==> config.mk <==
export PLATFORM = sky130hd
export DESIGN_NAME = base64_decoder_top
export DESIGN_NICKNAME = d
export VERILOG_FILES = /design/src/b64d_pkg.sv /design/src/base64_decoder_top.sv /design/src/b64d_core.sv /design/src/b64d_outbuf.sv
export SDC_FILE = /design/constraint.sdc
export NUM_CORES = 1
export LEC_CHECK = 0
export BUFFER_PORTS_ARGS = -buffer_cell sky130_fd_sc_hd__buf_4
export CAP_MARGIN = 20
export CORE_MARGIN = 10
export CORE_UTILIZATION = 40
export CTS_CLUSTER_SIZE = 12
export DETAILED_ROUTE_END_ITERATION = 8
export MAX_ROUTING_LAYER = met4
export SLEW_MARGIN = 40
export SYNTH_ARGS = -nofsm -noshare
export SYNTH_HDL_FRONTEND = slang
export SYNTH_SLANG_ARGS = --single-unit
==> constraint.sdc <==
create_clock -name clk -period 4.4 [get_ports clk]
set_input_delay 0.22 -clock clk [delete_from_list [all_inputs] [get_ports clk]]
set_output_delay 0.22 -clock clk [all_outputs]
set_load 0.005 [all_outputs]
==> src/b64d_pkg.sv <==
package b64d_pkg;

	// One input word: an ASCII character and the end-of-message mark.
	typedef struct packed {
		logic [7:0] symbol;
		logic       message_end;
	} in_t;

	// One output word.
	typedef struct packed {
		logic [7:0] data_byte;
		logic       byte_valid;
		logic       run_last;
		logic       done_res;
	} out_t;

	localparam int unsigned MaxResults = 3;

	// All results caused by one input word, handed from the decode stage to the buffer.
	typedef struct packed {
		logic [1:0]                 count;
		out_t [MaxResults-1:0]      res;
	} bundle_t;

endpackage

==> src/base64_decoder_top.sv <==
// An accepted character word is registered in the input stage, then its results in
// the result buffer. One character word per cycle while the buffer can load; the
// buffer drains one result word per cycle while res_ready is high.
// Reset (arst_n low, asynchronous): clears group count, held sextets, halt flag,
// the input stage and the result buffer; the first message starts clean.
module base64_decoder_top (
	input  logic           clk,
	input  logic           arst_n,
	input  logic           char_valid,
	output logic           char_ready,
	input  b64d_pkg::in_t  char_data,
	output logic           res_valid,
	input  logic           res_ready,
	output b64d_pkg::out_t res_data
);

	logic              valid_s1;
	b64d_pkg::in_t     item_s1;
	logic              can_load;
	logic              advance;
	b64d_pkg::bundle_t bundle;

	assign advance    = valid_s1 && can_load;
	assign char_ready = !valid_s1 || can_load;

	always_ff @(posedge clk or negedge arst_n) begin
		if (!arst_n) begin
			valid_s1 <= 1'b0;
		end else if (char_ready) begin
			valid_s1 <= char_valid;
		end
	end

	always_ff @(posedge clk) begin
		if (char_ready && char_valid) begin
			item_s1 <= char_data;
		end
	end

	b64d_core u_core (
		.clk    (clk),
		.arst_n (arst_n),
		.load   (advance),
		.item   (item_s1),
		.bundle (bundle)
	);

	b64d_outbuf u_outbuf (
		.clk       (clk),
		.arst_n    (arst_n),
		.load      (advance),
		.bundle    (bundle),
		.can_load  (can_load),
		.res_valid (res_valid),
		.res_ready (res_ready),
		.res_data  (res_data)
	);

endmodule

==> src/b64d_core.sv <==
module b64d_core (
	input  logic             clk,
	input  logic             arst_n,
	input  logic             load,
	input  b64d_pkg::in_t    item,
	output b64d_pkg::bundle_t bundle
);

	logic [1:0]  group_count_q;
	logic [17:0] held_sextets_q;
	logic        halted_q;

	logic [1:0]  gc_next;
	logic [17:0] held_next;
	logic        halt_next;
	logic [6:0]  code;
	logic [23:0] word;
	logic [1:0]  n;

	// Bit 6 flags a character of the alphabet; bits 5:0 hold its value.
	function automatic logic [6:0] sextet_of(input logic [7:0] ch);
		logic [6:0] r;
		r = 7'd0;
		if (ch >= 8'h41 && ch <= 8'h5A) begin
			r = {1'b1, 6'(ch - 8'h41)};
		end else if (ch >= 8'h61 && ch <= 8'h7A) begin
			r = {1'b1, 6'(ch - 8'h61 + 8'd26)};
		end else if (ch >= 8'h30 && ch <= 8'h39) begin
			r = {1'b1, 6'(ch - 8'h30 + 8'd52)};
		end else if (ch == 8'h2B) begin
			r = {1'b1, 6'd62};
		end else if (ch == 8'h2F) begin
			r = {1'b1, 6'd63};
		end
		return r;
	endfunction

	always_comb begin
		code      = sextet_of(item.symbol);
		gc_next   = group_count_q;
		held_next = held_sextets_q;
		halt_next = halted_q;
		word      = 24'd0;
		n         = 2'd0;
		bundle    = '0;

		if (!halted_q) begin
			if (!code[6]) begin
				halt_next = 1'b1;
			end else if (group_count_q == 2'd3) begin
				word = {held_sextets_q, code[5:0]};
				bundle.res[0].data_byte  = word[23:16];
				bundle.res[0].byte_valid = 1'b1;
				bundle.res[1].data_byte  = word[15:8];
				bundle.res[1].byte_valid = 1'b1;
				bundle.res[2].data_byte  = word[7:0];
				bundle.res[2].byte_valid = 1'b1;
				n         = 2'd3;
				gc_next   = 2'd0;
				held_next = 18'd0;
			end else begin
				held_next = {held_sextets_q[11:0], code[5:0]};
				gc_next   = group_count_q + 2'd1;
			end
		end

		if (item.message_end) begin
			// A partial group of n sextets gives n-1 bytes; leftover bits are dropped.
			if (gc_next == 2'd2) begin
				bundle.res[0].data_byte  = held_next[11:4];
				bundle.res[0].byte_valid = 1'b1;
				n = 2'd1;
			end else if (gc_next == 2'd3) begin
				bundle.res[0].data_byte  = held_next[17:10];
				bundle.res[0].byte_valid = 1'b1;
				bundle.res[1].data_byte  = held_next[9:2];
				bundle.res[1].byte_valid = 1'b1;
				n = 2'd2;
			end
			if (n == 2'd0) begin
				n = 2'd1;
			end
			bundle.res[n - 2'd1].done_res = 1'b1;
			gc_next   = 2'd0;
			held_next = 18'd0;
			halt_next = 1'b0;
		end

		if (n != 2'd0) begin
			bundle.res[n - 2'd1].run_last = 1'b1;
		end
		bundle.count = n;
	end

	always_ff @(posedge clk or negedge arst_n) begin
		if (!arst_n) begin
			group_count_q  <= 2'd0;
			held_sextets_q <= 18'd0;
			halted_q       <= 1'b0;
		end else if (load) begin
			group_count_q  <= gc_next;
			held_sextets_q <= held_next;
			halted_q       <= halt_next;
		end
	end

endmodule

==> src/b64d_outbuf.sv <==
module b64d_outbuf (
	input  logic              clk,
	input  logic              arst_n,
	input  logic              load,
	input  b64d_pkg::bundle_t bundle,
	output logic              can_load,
	output logic              res_valid,
	input  logic              res_ready,
	output b64d_pkg::out_t    res_data
);

	b64d_pkg::out_t [b64d_pkg::MaxResults-1:0] buf_q;
	logic [1:0]                                cnt_q;

	// Free now, or the last waiting word leaves at this edge.
	assign can_load  = (cnt_q == 2'd0) || (cnt_q == 2'd1 && res_ready);
	assign res_valid = (cnt_q != 2'd0);
	assign res_data  = buf_q[0];

	always_ff @(posedge clk or negedge arst_n) begin
		if (!arst_n) begin
			cnt_q <= 2'd0;
		end else if (load && can_load) begin
			cnt_q <= bundle.count;
		end else if (res_valid && res_ready) begin
			cnt_q <= cnt_q - 2'd1;
		end
	end

	always_ff @(posedge clk) begin
		if (load && can_load) begin
			buf_q <= bundle.res;
		end else if (res_valid && res_ready) begin
			buf_q[0] <= buf_q[1];
			buf_q[1] <= buf_q[2];
		end
	end

endmodule

# After elaboration in Yosys (flattened, before gate mapping)
# Index checks and enable logic that the tools add are counted.
# op_classes
n_eq_ne	7
n_reduce_logical	20
order_cmp	10
add_sub_neg	9
muxes	52
# op_table
operator	count
9-bit 2-to-1 mux	15
18-bit 2-to-1 mux	4
33-bit bitwise mux	2
33-bit 2-to-1 mux	2
11-bit demux with 2-bit select	2
22-bit 2-to-1 mux	2
7-bit 2-to-1 mux	5
2-bit 2-to-1 mux	16
8-bit by 6-bit equality test with 1-bit output (second input constant)	2
8-bit by 7-bit greater-or-equal comparator with 1-bit output (second input constant)	2
8-bit by 7-bit <= comparator with 1-bit output (second input constant)	2
6-bit subtractor (second input constant)	2
1-bit logical AND	10
8-bit by 6-bit greater-or-equal comparator with 1-bit output (second input constant)	1
8-bit by 6-bit <= comparator with 1-bit output (second input constant)	1
2-bit nonzero test	4
6-bit by 5-bit adder with 6-bit output (second input constant)	1
6-bit adder (second input constant)	1
2-bit equality test (second input constant)	3
2-bit by 3-bit < comparator with 1-bit output (second input constant)	2
2-bit by 1-bit subtractor with 2-bit output (second input constant)	3
6-bit by 1-bit subtractor with 6-bit output (second input constant)	1
2-bit by 1-bit greater-or-equal comparator with 1-bit output (second input constant)	2
2-bit zero test	2
7 further kinds	11
# word_totals
wordCells	118
ff_bits	66
input_bits	13
out_inout_bits	13

# Logic depth before layout (Yosys ltp)
# logic_depth
word_depth	25
depth_mapped	12
depth_no_buf	10

# Modules after synthesis
# From an unflattened synthesis, not the netlist that was laid out.
# unflattened
hier_cells	349
area_unflattened_um2	4008.8
# modules_own_cells
module	seq_area_each_um2	area_per_inst_um2	cells_each	n_inst
b64d_core	525.5	2089.5	248	1
b64d_outbuf	1041.0	1589.0	87	1
base64_decoder_top	295.3	330.3	14	1

# Worst setup path before layout
# No wires, ideal clock.
# synth_timing
path_type	flip-flop to flip-flop
startpoint	reg item_s1[3] (netlist name)
endpoint	reg u_outbuf.buf_q, in the netlist u_outbuf.res_data[6] (data pin)
period_less_slack_ps	2690
setup_time_ps	262
path_stages_with_launch	11
t_required_ps	4138
path_buffers	1
t_arrival_ps	2427
path_slack_ps	1710
path_cell_list	edfxtp_1 inv_1 ha_1 a21oi_1 a31oi_1 a211o_1 a21oi_2 buf_2 mux2_2 o2111ai_1 a21oi_1
# synth_between
elab_chain_cells	22
elab_cells_between_ends	46
classes_between	add/sub: 2; order compare: 6; eq/ne: 4; mux: 29; reduce/logical: 5
# synth_rtl
item	line_no	text
start, declared	base64_decoder_top.sv:18	b64d_pkg::in_t item_s1;
start signal, assigned	base64_decoder_top.sv:36	item_s1 <= char_data;
branches (longest 5 deep; another with 8-bit by 6-bit greater-or-equal comparator with 1-bit output)	-	
7-bit 2-to-1 mux (*)	b64d_core.sv:24	if (ch >= 8'h41 && ch <= 8'h5A) begin
2-bit 2-to-1 mux	b64d_core.sv:48	if (!code[6]) begin
2-bit 2-to-1 mux	b64d_core.sv:47	if (!halted_q) begin
2-bit equality test	b64d_core.sv:73	end else if (gc_next == 2'd3) begin
2-bit 2-to-1 mux	b64d_core.sv:73	
2-bit 2-to-1 mux	b64d_core.sv:69	if (gc_next == 2'd2) begin
2-bit 2-to-1 mux	b64d_core.sv:67	if (item.message_end) begin
[... 2 more ...]	-	
2-bit 2-to-1 mux	b64d_core.sv:67	
2-bit by 1-bit subtractor with 2-bit output	b64d_core.sv:83	bundle.res[n - 2'd1].done_res = 1'b1;
11-bit demux with 2-bit select	-	
33-bit bitwise mux	b64d_core.sv:83	
33-bit 2-to-1 mux	b64d_core.sv:67	
33-bit bitwise mux	b64d_core.sv:90	bundle.res[n - 2'd1].run_last = 1'b1;
33-bit 2-to-1 mux (*)	b64d_core.sv:89	if (n != 2'd0) begin
22-bit 2-to-1 mux (*)	b64d_outbuf.sv:31	if (load && can_load) begin
end signal, assigned	b64d_outbuf.sv:32	buf_q <= bundle.res;
end, declared	b64d_outbuf.sv:12	b64d_pkg::out_t [b64d_pkg::MaxResults-1:0] buf_q;
# Mark *: on every way between the ends. The select of a mux whose other input is x is not followed.
# A chain may end at the register's enable or synchronous reset.

# Worst setup path in the final report
# layout_timing
startpoint	reg item_s1[1] (netlist name)
endpoint	reg u_outbuf.buf_q, in the netlist u_outbuf.res_data[4] (data pin)
# The elaborated chain is that of the path after synthesis.

==> impl_metrics.env <==
export IMPL_synthMuxAreaShare_pct=2.83
export IMPL_place_ws_ns=1.03
export IMPL_post_synth_cell_area_avg_sq_um=10.1
export IMPL_finalMaxSlewViolations=0
export IMPL_routed_wl_um=9160
export IMPL_min_period_over_period_pct=77.0
export IMPL_rsz0062_at_grt="no"
export IMPL_nets=407
export IMPL_antenna_found_initial=0
export IMPL_crit_cells=10
export IMPL_timing_final_ws_setup_ns=1.01
export IMPL_critPathTopFamily="compound AO/OA/AOI/OAI gates"
export IMPL_setup_tns_ns=0
export IMPL_fin_crit_ns=3.39
export IMPL_dpl_hpwl_um=6290
export IMPL_synth_area_leader_cell="edfxtp_1"
export IMPL_grt_use_total_pct=13.7
export IMPL_post_cts_setup_buffers=0
export IMPL_synth_cell_types=58
export IMPL_clock_root_buffer="clkbuf_8"
export IMPL_rows=35
export IMPL_ios=26
export IMPL_finalPower_mw=3.03
export IMPL_viasPerCell=5.65
export IMPL_yosys_warnings=0
export IMPL_setup_viol=0
export IMPL_synth_async_reset_ratio_pct=36.4
export IMPL_powerDensity_nw_per_um2=722
export IMPL_holdCritPathClass="primary input to register"
export IMPL_p_leak_nw=1.60
export IMPL_clock_skew_ns=0.0127
export IMPL_die_y_um=117
export IMPL_synthToLayoutAreaGrowth_pct=10.4
export IMPL_grt_pass1_wl_um=15100
export IMPL_clock_fmax_ghz=0.295
export IMPL_peakVddDrop_v=0.000225
export IMPL_synth_fp_nets=400
export IMPL_drive_above_1_share_pct=16.2
export IMPL_critical_path_max_stage_delay_ns=0.52
export IMPL_grt_max_degree=47
export IMPL_synth_simple_area_share_pct=12.8
export IMPL_critical_path_arrival_ns=3.55
export IMPL_syn_area_sq_um=3800
export IMPL_cts_buffers=9
export IMPL_fp_coreArea_sq_um=9240
export IMPL_worstPathCellList="inv_1 -> ha_1 -> nand2b_1 -> a21oi_1 -> o22a_1 -> a21o_1 -> buf_4 -> nand2_1 -> a31o_1 -> o31ai_1"
export IMPL_h_tree_depth=3
export IMPL_cp_end_kind="register"
export IMPL_initial_utilization_pct=41.1
export IMPL_dr_pass1_iters=5
export IMPL_ys_top_cells_by_area="edfxtp_1 33%, dfrtp_1 16%, nand2_1 3.9%, o21ai_0 3.7%, ha_1 3.6%"
export IMPL_antenna_cells=0
export IMPL_synthAdderAreaFrac_pct=3.62
export IMPL_worst_pin_slew_ns=0.755
export IMPL_critPathLaunchType="register"
export IMPL_slowest_stage="o22a_1"
export IMPL_synth_top_area_share_pct=33.2
export IMPL_crit_type="register to register"
export IMPL_cts_tree="done"
export IMPL_wire_per_inst_um=17.7
export IMPL_drc_errors=0
export IMPL_hold_viol_final=0
export IMPL_synth_edf_count=42
export IMPL_worstPathMaxFanout=17
export IMPL_grt_overflow=0
export IMPL_synth_top_family_by_area="compound AO/OA/AOI/OAI gates"
export IMPL_clk_pin_slew_ns=0.07
export IMPL_holdWs_ns=0.0452
export IMPL_fillers=860
export IMPL_drv_cap=0
export IMPL_crit_required_ns=4.56
export IMPL_port_buffers=25
export IMPL_status="finished clean"
export IMPL_crit_buf_inv=2
export IMPL_synth_xor_area_share_pct=0.461
export IMPL_globalplace_congestion=0.923
export IMPL_synth_compound_area_share_pct=24.1
export IMPL_dieWidth_um=117
export IMPL_ys_seq_area_share_pct=49.0
export IMPL_cts_buffer_depth=2
export IMPL_cts_sinks=66
export IMPL_die_area_sq_um=13800
export IMPL_clock_latency_ns=0.34
export IMPL_dr_first_iter_drc_count=146
export IMPL_hold_path_depth=1
export IMPL_synth_seq_cells=66
export IMPL_netlist_instances=376
export IMPL_vias=2920
export IMPL_antenna_left=0
export IMPL_grt_pass1_vias=2898
export IMPL_slew_headroom_pct=49.4
export IMPL_r2r_cells=10
export IMPL_synth_top_flop_cell="edfxtp_1"
-- power breakdown --
group          internal, mW  switching (mW)
clock                 0.316           0.226
combinational         0.487           0.771
sequential             1.02           0.212
total                  1.82            1.21
-- registers in the layout (all words and copies together) (netlist names) --
register	count
u_outbuf.res_data	11
valid_s1	1
u_core.held_sextets_q	18
u_outbuf.buf_q	22
u_outbuf.cnt_q	2
u_core.group_count_q	2
u_core.halted_q	1
item_s1	9
-- metrics by stage --
step | utilization, % | area, sq um | std cells
6_report | 45.4 | 4200 | 517
4_1_cts | 45.4 | 4200 | 517
5_1_grt | 45.4 | 4200 | 517
2_1_floorplan | - | 3800 | 376
3_3_place_gp | 43.1 | 3980 | 500
3_5_place_dp | 43.1 | 3980 | 500
-- path summary, 6_finish.rpt --
check / slack [ns] / end / start
max: 1.01 / u_outbuf.res_data[4]$_DFFE_PP_ / item_s1[1]$_DFFE_PP_
min: 0.05 / item_s1[4]$_DFFE_PP_ / char_data[4]
max reg2reg: 1.01 / u_outbuf.res_data[4]$_DFFE_PP_ / item_s1[1]$_DFFE_PP_
min reg2reg: 0.52 / u_core.held_sextets_q[16]$_DFFE_PN0P_ / u_core.held_sextets_q[16]$_DFFE_PN0P_
max in group asynchronous: 3.82 / u_core.group_count_q[1]$_DFFE_PN0P_ / arst_n
min in group asynchronous: 0.32 / u_core.held_sextets_q[13]$_DFFE_PN0P_ / arst_n
-- cells in the mapped netlist, drive strengths merged (2+ instances only) --
| library cell | instances |
|---|---|
| mux2i | 4 |
| o22ai | 3 |
| nand2 | 39 |
| inv | 16 |
| clkbuf | 15 |
| buf | 20 |
| and2 | 8 |
| o21a | 4 |
| a21oi | 28 |
| a211o | 2 |
| o21ai | 32 |
| o2111ai | 3 |
| a31oi | 6 |
| or2 | 3 |
| a2bb2oi | 3 |
| a21o | 4 |
| nor3 | 7 |
| o31ai | 4 |
| o221ai | 2 |
| ha | 11 |
| edfxtp | 42 |
| a32oi | 4 |
| nand3 | 7 |
| nor2 | 27 |
| dfrtp | 24 |
| a221oi | 5 |
| nand2b | 7 |
| o22a | 3 |
| mux2 | 6 |
| a211oi | 5 |
| a22oi | 15 |
-- routing by layer --
metal	global-route usage, %	part of all wire, %
met1	17.1	45
met2	21.1	48
met3	3.17	5.4
met4	5.33	2.1
met5	-	0
-- cell type report --
| class | instances | area (sq um) | share of cell area, % |
|---|---|---|---|
| flip-flops and latches | 66 | 1860 | 44.4 |
| multi-input cells | 258 | 1670 | 39.7 |
| repair buffers | 31 | 235 | 5.61 |
| well taps | 129 | 161 | 3.85 |
| clock buffers | 12 | 135 | 3.22 |
| inverters | 17 | 68.8 | 1.64 |
| clock inverters | 4 | 67.6 | 1.61 |
-- cell usage in the layout (no fill, tap or decap), types with 2 or more instances in the layout --
master | Yosys | final
o2111ai_1 | 3 | 3
a221oi_1 | 5 | 5
o22ai_1 | 3 | 3
a211oi_1 | 4 | 4
o221ai_1 | 2 | 2
mux2_2 | 6 | 6
clkbuf_8 | 0 | 9
or2_2 | 3 | 3
inv_1 | 16 | 15
bufinv_16 | 0 | 2
a31oi_1 | 6 | 6
a32oi_1 | 4 | 4
a21oi_2 | 2 | 2
nand3_1 | 6 | 6
o21ai_0 | 28 | 28
a22oi_1 | 15 | 15
clkinv_1 | 0 | 2
a2bb2oi_1 | 3 | 3
o22a_1 | 3 | 3
o21ai_1 | 3 | 3
and2_1 | 8 | 8
o31ai_1 | 4 | 4
clkbuf_1 | 15 | 3
mux2i_1 | 4 | 4
a21o_1 | 4 | 4
edfxtp_1 | 42 | 42
nand2_1 | 39 | 39
o21a_1 | 4 | 4
nand2b_1 | 7 | 7
nor3_1 | 6 | 6
a21oi_1 | 26 | 26
ha_1 | 11 | 11
dfrtp_1 | 24 | 24
nor2_1 | 26 | 26
buf_4 | 12 | 30
-- cells by family after synthesis --
logic type	after synthesis
fa+ha+maj	11
compound gates	132
flops	66
simple gates	103
buf+inv	52
xor+xnor	2
mux	10
-- repair_timing --
| item | in CTS | in global routing |
|---|---|---|
| hold buffers | 1 | 0 |
| resized for setup | 0 | 0 |
| endpoints found under the hold margin | 24 | 0 |
No activity file was read; power rests on OpenSTA's default activity.
